## src/fnv_pkg.sv

```systemverilog
// Shared types, constants and the FNV-1a fold function for the record hasher.
package fnv_pkg;

    localparam int HASH_W = 64;
    localparam int NUM_W  = 32;
    localparam int DIGITS = 10;
    localparam int BCD_W  = 4 * DIGITS;
    localparam int CNT_W  = $clog2(NUM_W);

    localparam logic [HASH_W-1:0] STD_BASIS = 64'hCBF29CE484222325;

    localparam logic [7:0] CHAR_SEP   = 8'hFF;
    localparam logic [7:0] CHAR_COLON = 8'h3A;
    localparam logic [7:0] CHAR_MINUS = 8'h2D;
    localparam logic [3:0] CHAR_DIGIT_HI = 4'h3;

    localparam logic [CNT_W-1:0] CONV_LAST  = CNT_W'(NUM_W - 1);
    localparam logic [CNT_W-1:0] DIGIT_LAST = CNT_W'(DIGITS - 1);

    typedef enum logic [1:0] {
        REQ_TEXT      = 2'd0,
        REQ_FIELD_END = 2'd1,
        REQ_FINISH    = 2'd2
    } fnv_req_t;

    typedef enum logic [2:0] {
        S_IDLE,
        S_SIGN,
        S_CONV,
        S_DIG,
        S_COLON,
        S_SEP
    } fnv_state_t;

    typedef enum logic [2:0] {
        SRC_DATA,
        SRC_SEP,
        SRC_COLON,
        SRC_MINUS,
        SRC_DIGIT
    } fnv_src_t;

    typedef struct packed {
        logic     fold_en;
        fnv_src_t fold_src;
        logic     load_in;
        logic     conv_load_prio;
        logic     conv_step;
        logic     bcd_shift;
        logic     out_load;
        logic     reload;
    } fnv_cmd_t;

    typedef struct packed {
        logic       neg;
        logic [3:0] digit;
    } fnv_status_t;

    // h = (h ^ b) * 0x100000001B3 mod 2^64; the prime is 2^40 + 0x1B3
    function automatic logic [HASH_W-1:0] fnv_fold(input logic [HASH_W-1:0] h,
                                                   input logic [7:0] b);
        logic [HASH_W-1:0] x;
        x = h ^ {{(HASH_W-8){1'b0}}, b};
        return (x << 40) + (x << 8) + (x << 7) + (x << 5) + (x << 4) + (x << 1) + x;
    endfunction

endpackage

```

## src/fnv_apb_regs.sv

```systemverilog
// APB register file holding the offset basis.
module fnv_apb_regs (
    input  logic                      clk,
    input  logic                      rst_n,
    input  logic                      psel,
    input  logic                      penable,
    input  logic                      pwrite,
    input  logic [3:0]                paddr,
    input  logic [63:0]               pwdata,
    output logic [63:0]               prdata,
    output logic                      pready,
    output logic [fnv_pkg::HASH_W-1:0] basis
);
    import fnv_pkg::*;

    logic [HASH_W-1:0] basis_reg;
    logic [HASH_W-1:0] basis_next;
    logic              hit_basis;

    // register index is paddr[3]; basis is index 0
    assign hit_basis = (paddr[3] == 1'b0);

    always_comb
    begin
        basis_next = basis_reg;
        if (psel && penable && pwrite && hit_basis)
        begin
            basis_next = pwdata;
        end
    end

    always_ff @(posedge clk or negedge rst_n)
    begin
        if (!rst_n)
        begin
            basis_reg <= STD_BASIS;
        end
        else
        begin
            basis_reg <= basis_next;
        end
    end

    assign prdata = hit_basis ? basis_reg : 64'd0;
    assign pready = 1'b1;
    assign basis  = basis_reg;

endmodule

```

## src/fnv_datapath.sv

```systemverilog
// Datapath: running hash, fold unit, number capture and binary-to-BCD converter.
module fnv_datapath (
    input  logic                        clk,
    input  logic                        rst_n,
    input  fnv_pkg::fnv_cmd_t           cmd,
    input  logic [7:0]                  data_byte,
    input  logic [fnv_pkg::NUM_W-1:0]   position,
    input  logic [fnv_pkg::NUM_W-1:0]   priority_req,
    input  logic [fnv_pkg::HASH_W-1:0]  basis,
    output fnv_pkg::fnv_status_t        status,
    output logic [fnv_pkg::HASH_W-1:0]  hash_value
);
    import fnv_pkg::*;

    logic [HASH_W-1:0] hash_reg, hash_next;
    logic [HASH_W-1:0] out_reg, out_next;
    logic [NUM_W-1:0]  prio_reg, prio_next;
    logic [NUM_W-1:0]  bin_reg, bin_next;
    logic [BCD_W-1:0]  bcd_reg, bcd_next;
    logic              neg_reg, neg_next;

    logic [7:0]        fold_byte;
    logic [HASH_W-1:0] fold_res;
    logic [BCD_W-1:0]  bcd_adj;

    always_comb
    begin
        case (cmd.fold_src)
            SRC_DATA:  fold_byte = data_byte;
            SRC_SEP:   fold_byte = CHAR_SEP;
            SRC_COLON: fold_byte = CHAR_COLON;
            SRC_MINUS: fold_byte = CHAR_MINUS;
            SRC_DIGIT: fold_byte = {CHAR_DIGIT_HI, bcd_reg[BCD_W-1 -: 4]};
            default:   fold_byte = CHAR_SEP;
        endcase
    end

    assign fold_res = fnv_fold(hash_reg, fold_byte);

    // double dabble: add 3 to any digit of 5 or more before the shift
    always_comb
    begin
        for (int i = 0; i < DIGITS; i++)
        begin
            if (bcd_reg[4*i +: 4] >= 4'd5)
            begin
                bcd_adj[4*i +: 4] = bcd_reg[4*i +: 4] + 4'd3;
            end
            else
            begin
                bcd_adj[4*i +: 4] = bcd_reg[4*i +: 4];
            end
        end
    end

    always_comb
    begin
        hash_next = hash_reg;
        out_next  = out_reg;
        prio_next = prio_reg;
        bin_next  = bin_reg;
        bcd_next  = bcd_reg;
        neg_next  = neg_reg;

        if (cmd.fold_en)
        begin
            hash_next = fold_res;
        end
        if (cmd.out_load)
        begin
            out_next = fold_res;
        end
        if (cmd.reload)
        begin
            hash_next = basis;
        end

        if (cmd.load_in)
        begin
            prio_next = priority_req;
            neg_next  = position[NUM_W-1];
            bin_next  = position[NUM_W-1] ? (~position + 1'b1) : position;
            bcd_next  = '0;
        end
        else if (cmd.conv_load_prio)
        begin
            neg_next = prio_reg[NUM_W-1];
            bin_next = prio_reg[NUM_W-1] ? (~prio_reg + 1'b1) : prio_reg;
            bcd_next = '0;
        end
        else if (cmd.conv_step)
        begin
            {bcd_next, bin_next} = {bcd_adj[BCD_W-2:0], bin_reg, 1'b0};
        end
        else if (cmd.bcd_shift)
        begin
            bcd_next = {bcd_reg[BCD_W-5:0], 4'h0};
        end
    end

    always_ff @(posedge clk or negedge rst_n)
    begin
        if (!rst_n)
        begin
            hash_reg <= STD_BASIS;
        end
        else
        begin
            hash_reg <= hash_next;
        end
    end

    always_ff @(posedge clk)
    begin
        out_reg  <= out_next;
        prio_reg <= prio_next;
        bin_reg  <= bin_next;
        bcd_reg  <= bcd_next;
        neg_reg  <= neg_next;
    end

    assign status.neg   = neg_reg;
    assign status.digit = bcd_reg[BCD_W-1 -: 4];
    assign hash_value   = out_reg;

endmodule

```

## src/fnv_ctrl.sv

```systemverilog
// Controller: sequences text folds and the decimal formatting of a finish.
module fnv_ctrl (
    input  logic                 clk,
    input  logic                 rst_n,
    input  logic                 in_valid,
    input  logic [1:0]           req_type,
    output logic                 in_ready,
    output logic                 out_valid,
    input  logic                 out_ready,
    input  fnv_pkg::fnv_status_t status,
    output fnv_pkg::fnv_cmd_t    cmd
);
    import fnv_pkg::*;

    fnv_state_t       state_reg, state_next;
    logic [CNT_W-1:0] cnt_reg, cnt_next;
    logic             second_reg, second_next;
    logic             started_reg, started_next;
    logic             valid_reg, valid_next;
    logic             out_free;
    logic             digit_fold;

    assign out_free   = !valid_reg || out_ready;
    // leading zeros are skipped, but the last digit always goes out
    assign digit_fold = (status.digit != 4'd0) || started_reg || (cnt_reg == DIGIT_LAST);

    always_comb
    begin
        state_next   = state_reg;
        cnt_next     = cnt_reg;
        second_next  = second_reg;
        started_next = started_reg;
        valid_next   = valid_reg && !out_ready;
        in_ready     = 1'b0;
        cmd          = '0;
        cmd.fold_src = SRC_DATA;

        case (state_reg)
            S_IDLE:
            begin
                in_ready = 1'b1;
                if (in_valid)
                begin
                    case (fnv_req_t'(req_type))
                        REQ_TEXT:
                        begin
                            cmd.fold_en  = 1'b1;
                            cmd.fold_src = SRC_DATA;
                        end
                        REQ_FIELD_END:
                        begin
                            cmd.fold_en  = 1'b1;
                            cmd.fold_src = SRC_SEP;
                        end
                        REQ_FINISH:
                        begin
                            cmd.load_in = 1'b1;
                            second_next = 1'b0;
                            state_next  = S_SIGN;
                        end
                        default:
                        begin
                        end
                    endcase
                end
            end
            S_SIGN:
            begin
                cmd.fold_en  = status.neg;
                cmd.fold_src = SRC_MINUS;
                cnt_next     = '0;
                started_next = 1'b0;
                state_next   = S_CONV;
            end
            S_CONV:
            begin
                cmd.conv_step = 1'b1;
                cnt_next      = cnt_reg + 1'b1;
                if (cnt_reg == CONV_LAST)
                begin
                    cnt_next   = '0;
                    state_next = S_DIG;
                end
            end
            S_DIG:
            begin
                cmd.fold_en   = digit_fold;
                cmd.fold_src  = SRC_DIGIT;
                cmd.bcd_shift = 1'b1;
                started_next  = started_reg || digit_fold;
                cnt_next      = cnt_reg + 1'b1;
                if (cnt_reg == DIGIT_LAST)
                begin
                    state_next = second_reg ? S_SEP : S_COLON;
                end
            end
            S_COLON:
            begin
                cmd.fold_en        = 1'b1;
                cmd.fold_src       = SRC_COLON;
                cmd.conv_load_prio = 1'b1;
                second_next        = 1'b1;
                state_next         = S_SIGN;
            end
            S_SEP:
            begin
                cmd.fold_src = SRC_SEP;
                if (out_free)
                begin
                    cmd.out_load = 1'b1;
                    cmd.reload   = 1'b1;
                    valid_next   = 1'b1;
                    state_next   = S_IDLE;
                end
            end
            default:
            begin
                state_next = S_IDLE;
            end
        endcase
    end

    always_ff @(posedge clk or negedge rst_n)
    begin
        if (!rst_n)
        begin
            state_reg   <= S_IDLE;
            cnt_reg     <= '0;
            second_reg  <= 1'b0;
            started_reg <= 1'b0;
            valid_reg   <= 1'b0;
        end
        else
        begin
            state_reg   <= state_next;
            cnt_reg     <= cnt_next;
            second_reg  <= second_next;
            started_reg <= started_next;
            valid_reg   <= valid_next;
        end
    end

    assign out_valid = valid_reg;

`ifndef SYNTHESIS
    a_dig_count: assert property (@(posedge clk) disable iff (!rst_n)
        state_reg == S_DIG |-> cnt_reg <= DIGIT_LAST)
        else $error("digit counter past last digit");

    a_bcd_digit: assert property (@(posedge clk) disable iff (!rst_n)
        state_reg == S_DIG |-> status.digit <= 4'd9)
        else $error("converter produced a non-decimal digit");

    a_finish_start: assert property (@(posedge clk) disable iff (!rst_n)
        (state_reg == S_IDLE && in_valid && req_type == REQ_FINISH) |=> state_reg == S_SIGN)
        else $error("finish beat did not start formatting");

    a_result_out: assert property (@(posedge clk) disable iff (!rst_n)
        (state_reg == S_SEP && out_free) |=> (valid_reg && state_reg == S_IDLE))
        else $error("finished hash not presented");
`endif

endmodule

```

## src/fnv1a_record_hasher.sv

```systemverilog
// Top level of the FNV-1a 64-bit record hasher.
//
// Input stream (s_*): one beat per request. s_tuser carries req_type: text
// byte, end of field (folds 0xFF) or finish. Text bytes and field ends stream
// at one beat per cycle while no finish is being formatted. A finish formats
// position and priority_req as signed decimal, folds "pos:prio" and a final
// 0xFF, and then presents the hash on the output stream. Each number takes a
// sign step, the bit-serial binary-to-BCD conversion and the digit folds;
// s_tready is low meanwhile. Output stream (m_*): a registered result. Text
// beats are still taken while a hash waits; if the receiver stalls, a
// following finish waits in its last step until the held hash is taken.
// APB: register 0 (byte address 0) is the 64-bit offset basis loaded into the
// running hash after each finished record. Write only while idle.
// Reset: running hash and basis take the published FNV-1a basis, no result
// is pending, and the input is ready right away.
module fnv1a_record_hasher (
    input  logic        clk,
    input  logic        rst_n,
    // s_tdata: data_byte[7:0], position[39:8], priority_req[71:40]
    input  logic        s_tvalid,
    output logic        s_tready,
    input  logic [71:0] s_tdata,
    // s_tuser: req_type[1:0]
    input  logic [1:0]  s_tuser,
    // m_tdata: hash_value[63:0]
    output logic        m_tvalid,
    input  logic        m_tready,
    output logic [63:0] m_tdata,
    input  logic        psel,
    input  logic        penable,
    input  logic        pwrite,
    input  logic [3:0]  paddr,
    input  logic [63:0] pwdata,
    output logic [63:0] prdata,
    output logic        pready
);
    import fnv_pkg::*;

    fnv_cmd_t          cmd;
    fnv_status_t       status;
    logic [HASH_W-1:0] basis;

    fnv_apb_regs u_regs (
        .clk     (clk),
        .rst_n   (rst_n),
        .psel    (psel),
        .penable (penable),
        .pwrite  (pwrite),
        .paddr   (paddr),
        .pwdata  (pwdata),
        .prdata  (prdata),
        .pready  (pready),
        .basis   (basis)
    );

    fnv_ctrl u_ctrl (
        .clk       (clk),
        .rst_n     (rst_n),
        .in_valid  (s_tvalid),
        .req_type  (s_tuser),
        .in_ready  (s_tready),
        .out_valid (m_tvalid),
        .out_ready (m_tready),
        .status    (status),
        .cmd       (cmd)
    );

    fnv_datapath u_dp (
        .clk          (clk),
        .rst_n        (rst_n),
        .cmd          (cmd),
        .data_byte    (s_tdata[7:0]),
        .position     (s_tdata[39:8]),
        .priority_req (s_tdata[71:40]),
        .basis        (basis),
        .status       (status),
        .hash_value   (m_tdata)
    );

endmodule

```

## config.mk

```make
export PLATFORM = sky130hd
export DESIGN_NAME = fnv1a_record_hasher
export DESIGN_NICKNAME = d
export VERILOG_FILES = /design/src/fnv_pkg.sv /design/src/fnv_apb_regs.sv /design/src/fnv_datapath.sv /design/src/fnv_ctrl.sv /design/src/fnv1a_record_hasher.sv
export SDC_FILE = /design/constraint.sdc
export NUM_CORES = 1
export LEC_CHECK = 0
export BUFFER_PORTS_ARGS = -buffer_cell sky130_fd_sc_hd__clkbuf_2
export CORE_UTILIZATION = 40
export CTS_BUF_LIST = sky130_fd_sc_hd__clkbuf_4
export DETAILED_ROUTE_END_ITERATION = 8
export GPL_TIMING_DRIVEN = 0
export PLACE_DENSITY = 0.58
export SLEW_MARGIN = 20
export SYNTH_ARGS = -nofsm -noshare
export SYNTH_HDL_FRONTEND = slang
export SYNTH_SLANG_ARGS = --single-unit
```

## constraint.sdc

```tcl
create_clock -name clk -period 10.4 [get_ports clk]
set_input_delay 1.04 -clock clk [delete_from_list [all_inputs] [get_ports clk]]
set_output_delay 1.04 -clock clk [all_outputs]
set_load 0.05 [all_outputs]
```

======== Word level (Yosys, flattened, before mapping) ========
Index checks and enable logic that the tools add are counted.
storage, ports and cells
  bits in registers ....................... 308
  output and inout bits ................... 131
cells by class
  magnitude comparators ................... 10
  add/subtract/negate cells ............... 19
  equality and inequality tests ........... 17
  reductions and logical operators ........ 24
  mux-type cells .......................... 50
  bitwise logic cells ..................... 4
operators by type and width
  kind                   count
  $add 64x64->64         6
  $mux 64                3
  $mux 32                5
  $mux 40                2
  $add 32x1->32 const B  2
  $not 32->32            2
  $xor 64x8->64          1
  $ge 4x3->1 const B     10
  $add 4x2->4 const B    9
  $mux 4                 9
  $pmux 8 s4             1
  $mux 3                 6
  $pmux 3 s6             1
  $pmux 3 s5             1
  $pmux 5 s3             1
  $mux 1                 13
  $eq 3x2->1 const B     4
  $mux 5                 2
  $reduce_bool 2->1      5
  $eq 3x3->1 const B     3
  $pmux 4 s2             1
  $logic_not 3->1        2
  $ne 2x1->1 const B     3
  $reduce_bool 3->1      2
  other kinds (20)       30

======== Longest topological paths before layout ========
  word-level depth ........................ 15
  gate-level depth with buffers ........... 26
  gate-level depth less buffers ........... 26

======== Hierarchy ========
From an unflattened synthesis, not the netlist that was laid out.
unflattened totals
  cells, all modules ...................... 2289
  area, all modules ....................... 24852.6 sq um
by module, submodules not included
  module        sequential area each (sq um)  cells an instance  area an instance (sq um)  instances
  fnv_datapath  6311.1                        2003               20968.9                   1
  fnv_apb_regs  1636.6                        209                3176.8                    1
  fnv_ctrl      275.3                         77                 706.9                     1

======== Worst setup path before layout ========
OpenSTA, ideal clock, no wires.
  path kind ............................... input to register
  start point ............................. input port s_tuser[1]
  end point ............................... register u_dp.out_reg[63], in the netlist u_dp.hash_value[63], data pin
  stages .................................. 24
  arrival ................................. 6489 ps
  library setup time ...................... 267 ps
  slack ................................... 3644 ps
  cell sequence ........................... nand3b_1 > a21oi_1 > nor2_1 > nand2_1 > o21ai_0 > xnor2_1 > fa_1 > inv_1 > fa_1 > fa_1 > fa_1 > inv_1 > ha_1 > buf_2 > and3_1 > buf_2 > nand4_1 > nand2b_1 > or3_1 > o2111ai_1 > nand3_1 > nand3_1 > a31oi_1 > xnor2_1
between the ends
  longest elaborated chain between the ends .. 13
  elaborated cells between the ends (all ways) .. 17
ends and longest elaborated chain
  item                                           RTL line                   text
  from (decl)                                    fnv1a_record_hasher.sv:24  input logic [1:0] s_tuser,
  $eq 2x1->1 or $logic_not 2->1 (tied branches)  fnv_ctrl.sv:44             case (fnv_req_t'(req_type))
  $pmux 4 s2 (*)                                 fnv_ctrl.sv:44
  $mux 5 (*)                                     fnv_ctrl.sv:42             if (in_valid)
  $pmux 3 s5 (*)                                 fnv_ctrl.sv:38             case (state_reg)
  $eq 3x3->1 (tied with other cells)             fnv_datapath.sv:28         case (cmd.fold_src)
  $pmux 8 s4 (*)                                 fnv_datapath.sv:28
  $xor 64x8->64 (*)                              fnv_pkg.sv:63              x = h ^ {{(HASH_W-8){1'b0}}, b};
  $add 64x64->64 (5 in a row)                    fnv_pkg.sv:64              return (x << 40) + (x << 8) + (x << 7) + (x << 5) + (x << 4) + (x << 1) + x;
  $add 64x64->64 (*)                             fnv_pkg.sv:64
  via u_dp.fold_res[63]                          fnv_datapath.sv:23         logic [HASH_W-1:0] fold_res;
  to (signal assigned)                           fnv_datapath.sv:115        out_reg <= out_next;
  to (decl)                                      fnv_datapath.sv:16         logic [HASH_W-1:0] out_reg, out_next;
Mark *: on every way through the listed nets, which the timed path passes. The rest lies on a longest branch.
A chain may end at the register's enable or synchronous reset.

======== Final worst setup path ========
  start point ............................. register u_ctrl.state_reg[0]
  end point ............................... register u_dp.out_reg[53], in the netlist u_dp.hash_value[53], data pin
between the ends
  longest elaborated chain between the ends .. 11
  elaborated cells between the ends (all ways) .. 18
ends and longest elaborated chain
  item                                RTL line            text
  from (decl)                         fnv_ctrl.sv:15      fnv_state_t state_reg, state_next;
  from (signal assigned)              fnv_ctrl.sv:135     state_reg <= state_next;
  $eq 3x3->1 (tied with other cells)  fnv_ctrl.sv:38
  $pmux 3 s5 (*)                      fnv_ctrl.sv:38
  $eq 3x3->1 (tied with other cells)  fnv_datapath.sv:28
  $pmux 8 s4 (*)                      fnv_datapath.sv:28
  $xor 64x8->64 (*)                   fnv_pkg.sv:63
  $add 64x64->64 (5 in a row)         fnv_pkg.sv:64
  $add 64x64->64 (*)                  fnv_pkg.sv:64
  via u_dp.fold_res[53]               fnv_datapath.sv:23
Marks and branches as above.

==> flow_metrics.env <==
export IMPL_max_freq_mhz=120
export IMPL_cts_setup_buffers=0
export IMPL_antenna_found_initial=3
export IMPL_cpMaxStageDelayCell="xor2_1"
export IMPL_yosysSeqAreaShare_pct=33.6
export IMPL_setup_viol=0
export IMPL_crit_top_cell="ha_1"
export IMPL_crit_path_start_kind="flip-flop"
export IMPL_cap_viol_max_count=0
export IMPL_tightest_slew_ps=1100
export IMPL_nets=3218
export IMPL_yosysTopAreaCell="fa_1"
export IMPL_vias=19100
export IMPL_yosys_cell_types_count=78
export IMPL_clock_sinks=308
export IMPL_run_status="finished, final reports clean"
export IMPL_hold_violations=0
export IMPL_root_buffer="clkbuf_4"
export IMPL_insertion_delay_ps=890
export IMPL_ios=280
export IMPL_synth_seq_cells=308
export IMPL_hold_class="input port to asynchronous set/reset pin"
export IMPL_core_area_sq_um=60500
export IMPL_async_reset_ff_share_pct=45.1
export IMPL_drive_gt1_share_pct=21.4
export IMPL_cp_required_ps=11100
export IMPL_post_drt_wl_per_cell_microns=20.0
export IMPL_routed_wl_microns=71100
export IMPL_fin_area_sq_um=28300
export IMPL_initial_utilization_pct=40.5
export IMPL_avgViaCountPerCell=5.37
export IMPL_hpwl_microns=56100
export IMPL_grt_pass1_wl_microns=113000
export IMPL_cp_arrival_ps=9040
export IMPL_antenna_left=0
export IMPL_synth_edf_count=129
export IMPL_crit_family="compound AO/OA/AOI/OAI gates"
export IMPL_crit_chain="clkbuf_1 -> clkbuf_1 -> buf_1 -> o221ai_1 -> xor2_1 -> ha_1 -> xnor2_1 -> fa_1 -> inv_1 -> ha_1 -> ha_1 -> ha_1 -> inv_1 -> fa_1 -> nor2b_1 -> o31a_1 -> o2111ai_1 -> a311oi_1 -> o2111ai_1 -> a21oi_1 -> nand2_1 -> o41ai_1 -> and2_1"
export IMPL_h_tree_depth=3
export IMPL_slew_limit_headroom_pct=25.9
export IMPL_slew_viol_final=0
export IMPL_port_buffers=275
export IMPL_fin_skew_ps=61.2
export IMPL_period_share_pct=80.2
export IMPL_endpoint_kind="flip-flop"
export IMPL_min_period_ps=8340
export IMPL_yosysWarnings=0
export IMPL_avgSynthCellArea_sq_um=10.6
export IMPL_placed_area_sq_um=27000
export IMPL_synth_cells_most_frequent="nand2_1, fa_1, inv_1"
export IMPL_clock_path_buffers=3
export IMPL_num_rows=90
export IMPL_postCtsHoldBufs=0
export IMPL_cts_buffers_inserted=91
export IMPL_path_clk_slew_ps=70
export IMPL_ctsResizeCount=0
export IMPL_syn_inst=2317
export IMPL_rsz0062_at_grt="false"
export IMPL_gr_total_overflow=0
export IMPL_drtPass1Iterations=5
export IMPL_drc=0
export IMPL_dr_first_iter_drc_count=1008
export IMPL_tns_ps=0
export IMPL_yosysTopAreaCellShare_pct=20.0
export IMPL_grt_usage_pct=23.4
export IMPL_first_global_vias=20300
export IMPL_netlist_area_sq_um=24500
export IMPL_max_stage_delay_ps=870
export IMPL_area_growth_pct=15.4
export IMPL_place_gp_congestion=0.922
export IMPL_synth_main_ff_cell="edfxtp_1"
export IMPL_crit_type="flip-flop to flip-flop"
export IMPL_grt_max_degree=73
export IMPL_cts_tree="yes"
export IMPL_synth_nets=2846
export IMPL_synth_most_common_cell="nand2_1"
export IMPL_critical_path_buf_inv_count=5
export IMPL_synth_area_leaders="fa_1, edfxtp_1, dfrtp_1"
export IMPL_die_h_microns=249
export IMPL_crit_fanout=10
export IMPL_die_x_microns=249
export IMPL_die_area_sq_um=62200
## worst paths after layout
check,from,endpoint,slack [ps],depth (start not counted)
min in group clk,s_tdata[69],u_dp.prio_reg[29],320,1
min reg2reg,u_dp.hash_reg[2],u_dp.hash_reg[2],490,2
max,u_ctrl.state_reg[0],u_dp.hash_value[53],2060,23
max reg2reg,u_ctrl.state_reg[0],u_dp.hash_value[53],2060,23
max in group asynchronous,rst_n,u_dp.hash_reg[53],9360,2
min,rst_n,u_dp.hash_reg[25],200,1
## layer usage
metal	part of all wire [%]	vias up	GRT usage [%]
met5	0.018	-	0
met4	2.7	2	7.74
met3	5.1	115	4.60
met2	50	520	40.1
met1	43	9520	29.5
li1	-	8944	-
## kinds of logic (layout without fill, tap and decap cells)
group	count (synthesis)	count (layout)	synth area share [%]
AND/OR/NAND/NOR	585	585	11.6
other	1	6	0.0153
buffers and inverters	268	719	4.19
adder cells (fa/ha/maj)	380	380	26.9
AO/OA/AOI/OAI	548	548	14.8
multiplexers	80	80	3.60
flip-flops	308	308	33.6
XOR/XNOR	147	147	5.26
## worst reg2reg max path, cell delays in order, from the launching register on
cell and delay [ps]:
dfrtp_1 420, clkbuf_1 340, clkbuf_1 400, buf_1 570, o221ai_1 310, xor2_1 870
ha_1 500, xnor2_1 200, fa_1 540, inv_1 40, ha_1 280, ha_1 280
ha_1 200, inv_1 70, fa_1 410, nor2b_1 170, o31a_1 290, o2111ai_1 220
a311oi_1 430, o2111ai_1 250, a21oi_1 580, nand2_1 120, o41ai_1 410, and2_1 240
## final cells by class
cell class / instances / area [sq um]
fill: 5836 / 32200
clock inverter: 39 / 268
antenna: 5 / 12.5
clock buffer: 133 / 998
sequential: 308 / 8220
multi-input combinational: 1741 / 15300
buffer: 96 / 388
timing repair buffer: 279 / 1460
tap: 782 / 978
inverter: 172 / 646
## placed cells by master, fill, tap and decap left out, types with 12 or more instances in the layout
master    count
nor2b_1      97
a22o_1       14
mux2i_1      16
edfxtp_1    129
nand4_1      12
fa_1        245
clkinv_2     12
o21ai_0     143
clkbuf_1     74
nand2b_1     27
dfrtp_1      83
dfxtp_1      40
a21oi_1     101
ha_1        135
inv_1       171
and3_1       16
nand2_1     250
clkinv_1     19
nor2_1       78
nor3_1       24
dfstp_2      56
nand3_1      24
mux2_2       64
o211ai_1     45
a22oi_1      56
a21o_1       42
a31oi_1      14
clkbuf_2    278
a211oi_1     24
xor2_1       82
xnor2_1      61
clkbuf_4    134
o31ai_1      21
## stage by stage
stage | utilization [%] | hold WS, ps | setup slack, ps | instances
4_1_cts | 46.7 | 146 | 2100 | 3550
5_1_grt | 46.7 | 189 | 1710 | 3554
2_1_floorplan | - | 444 | 3640 | 2317
3_5_place_dp | 44.6 | 471 | 1830 | 3378
6_report | 46.7 | 200 | 2060 | 3555
3_3_place_gp | 44.4 | 458 | 1730 | 3374
Power is not shown: default switching activity piles up to over one toggle a cycle in this logic, so the estimate is an artifact.
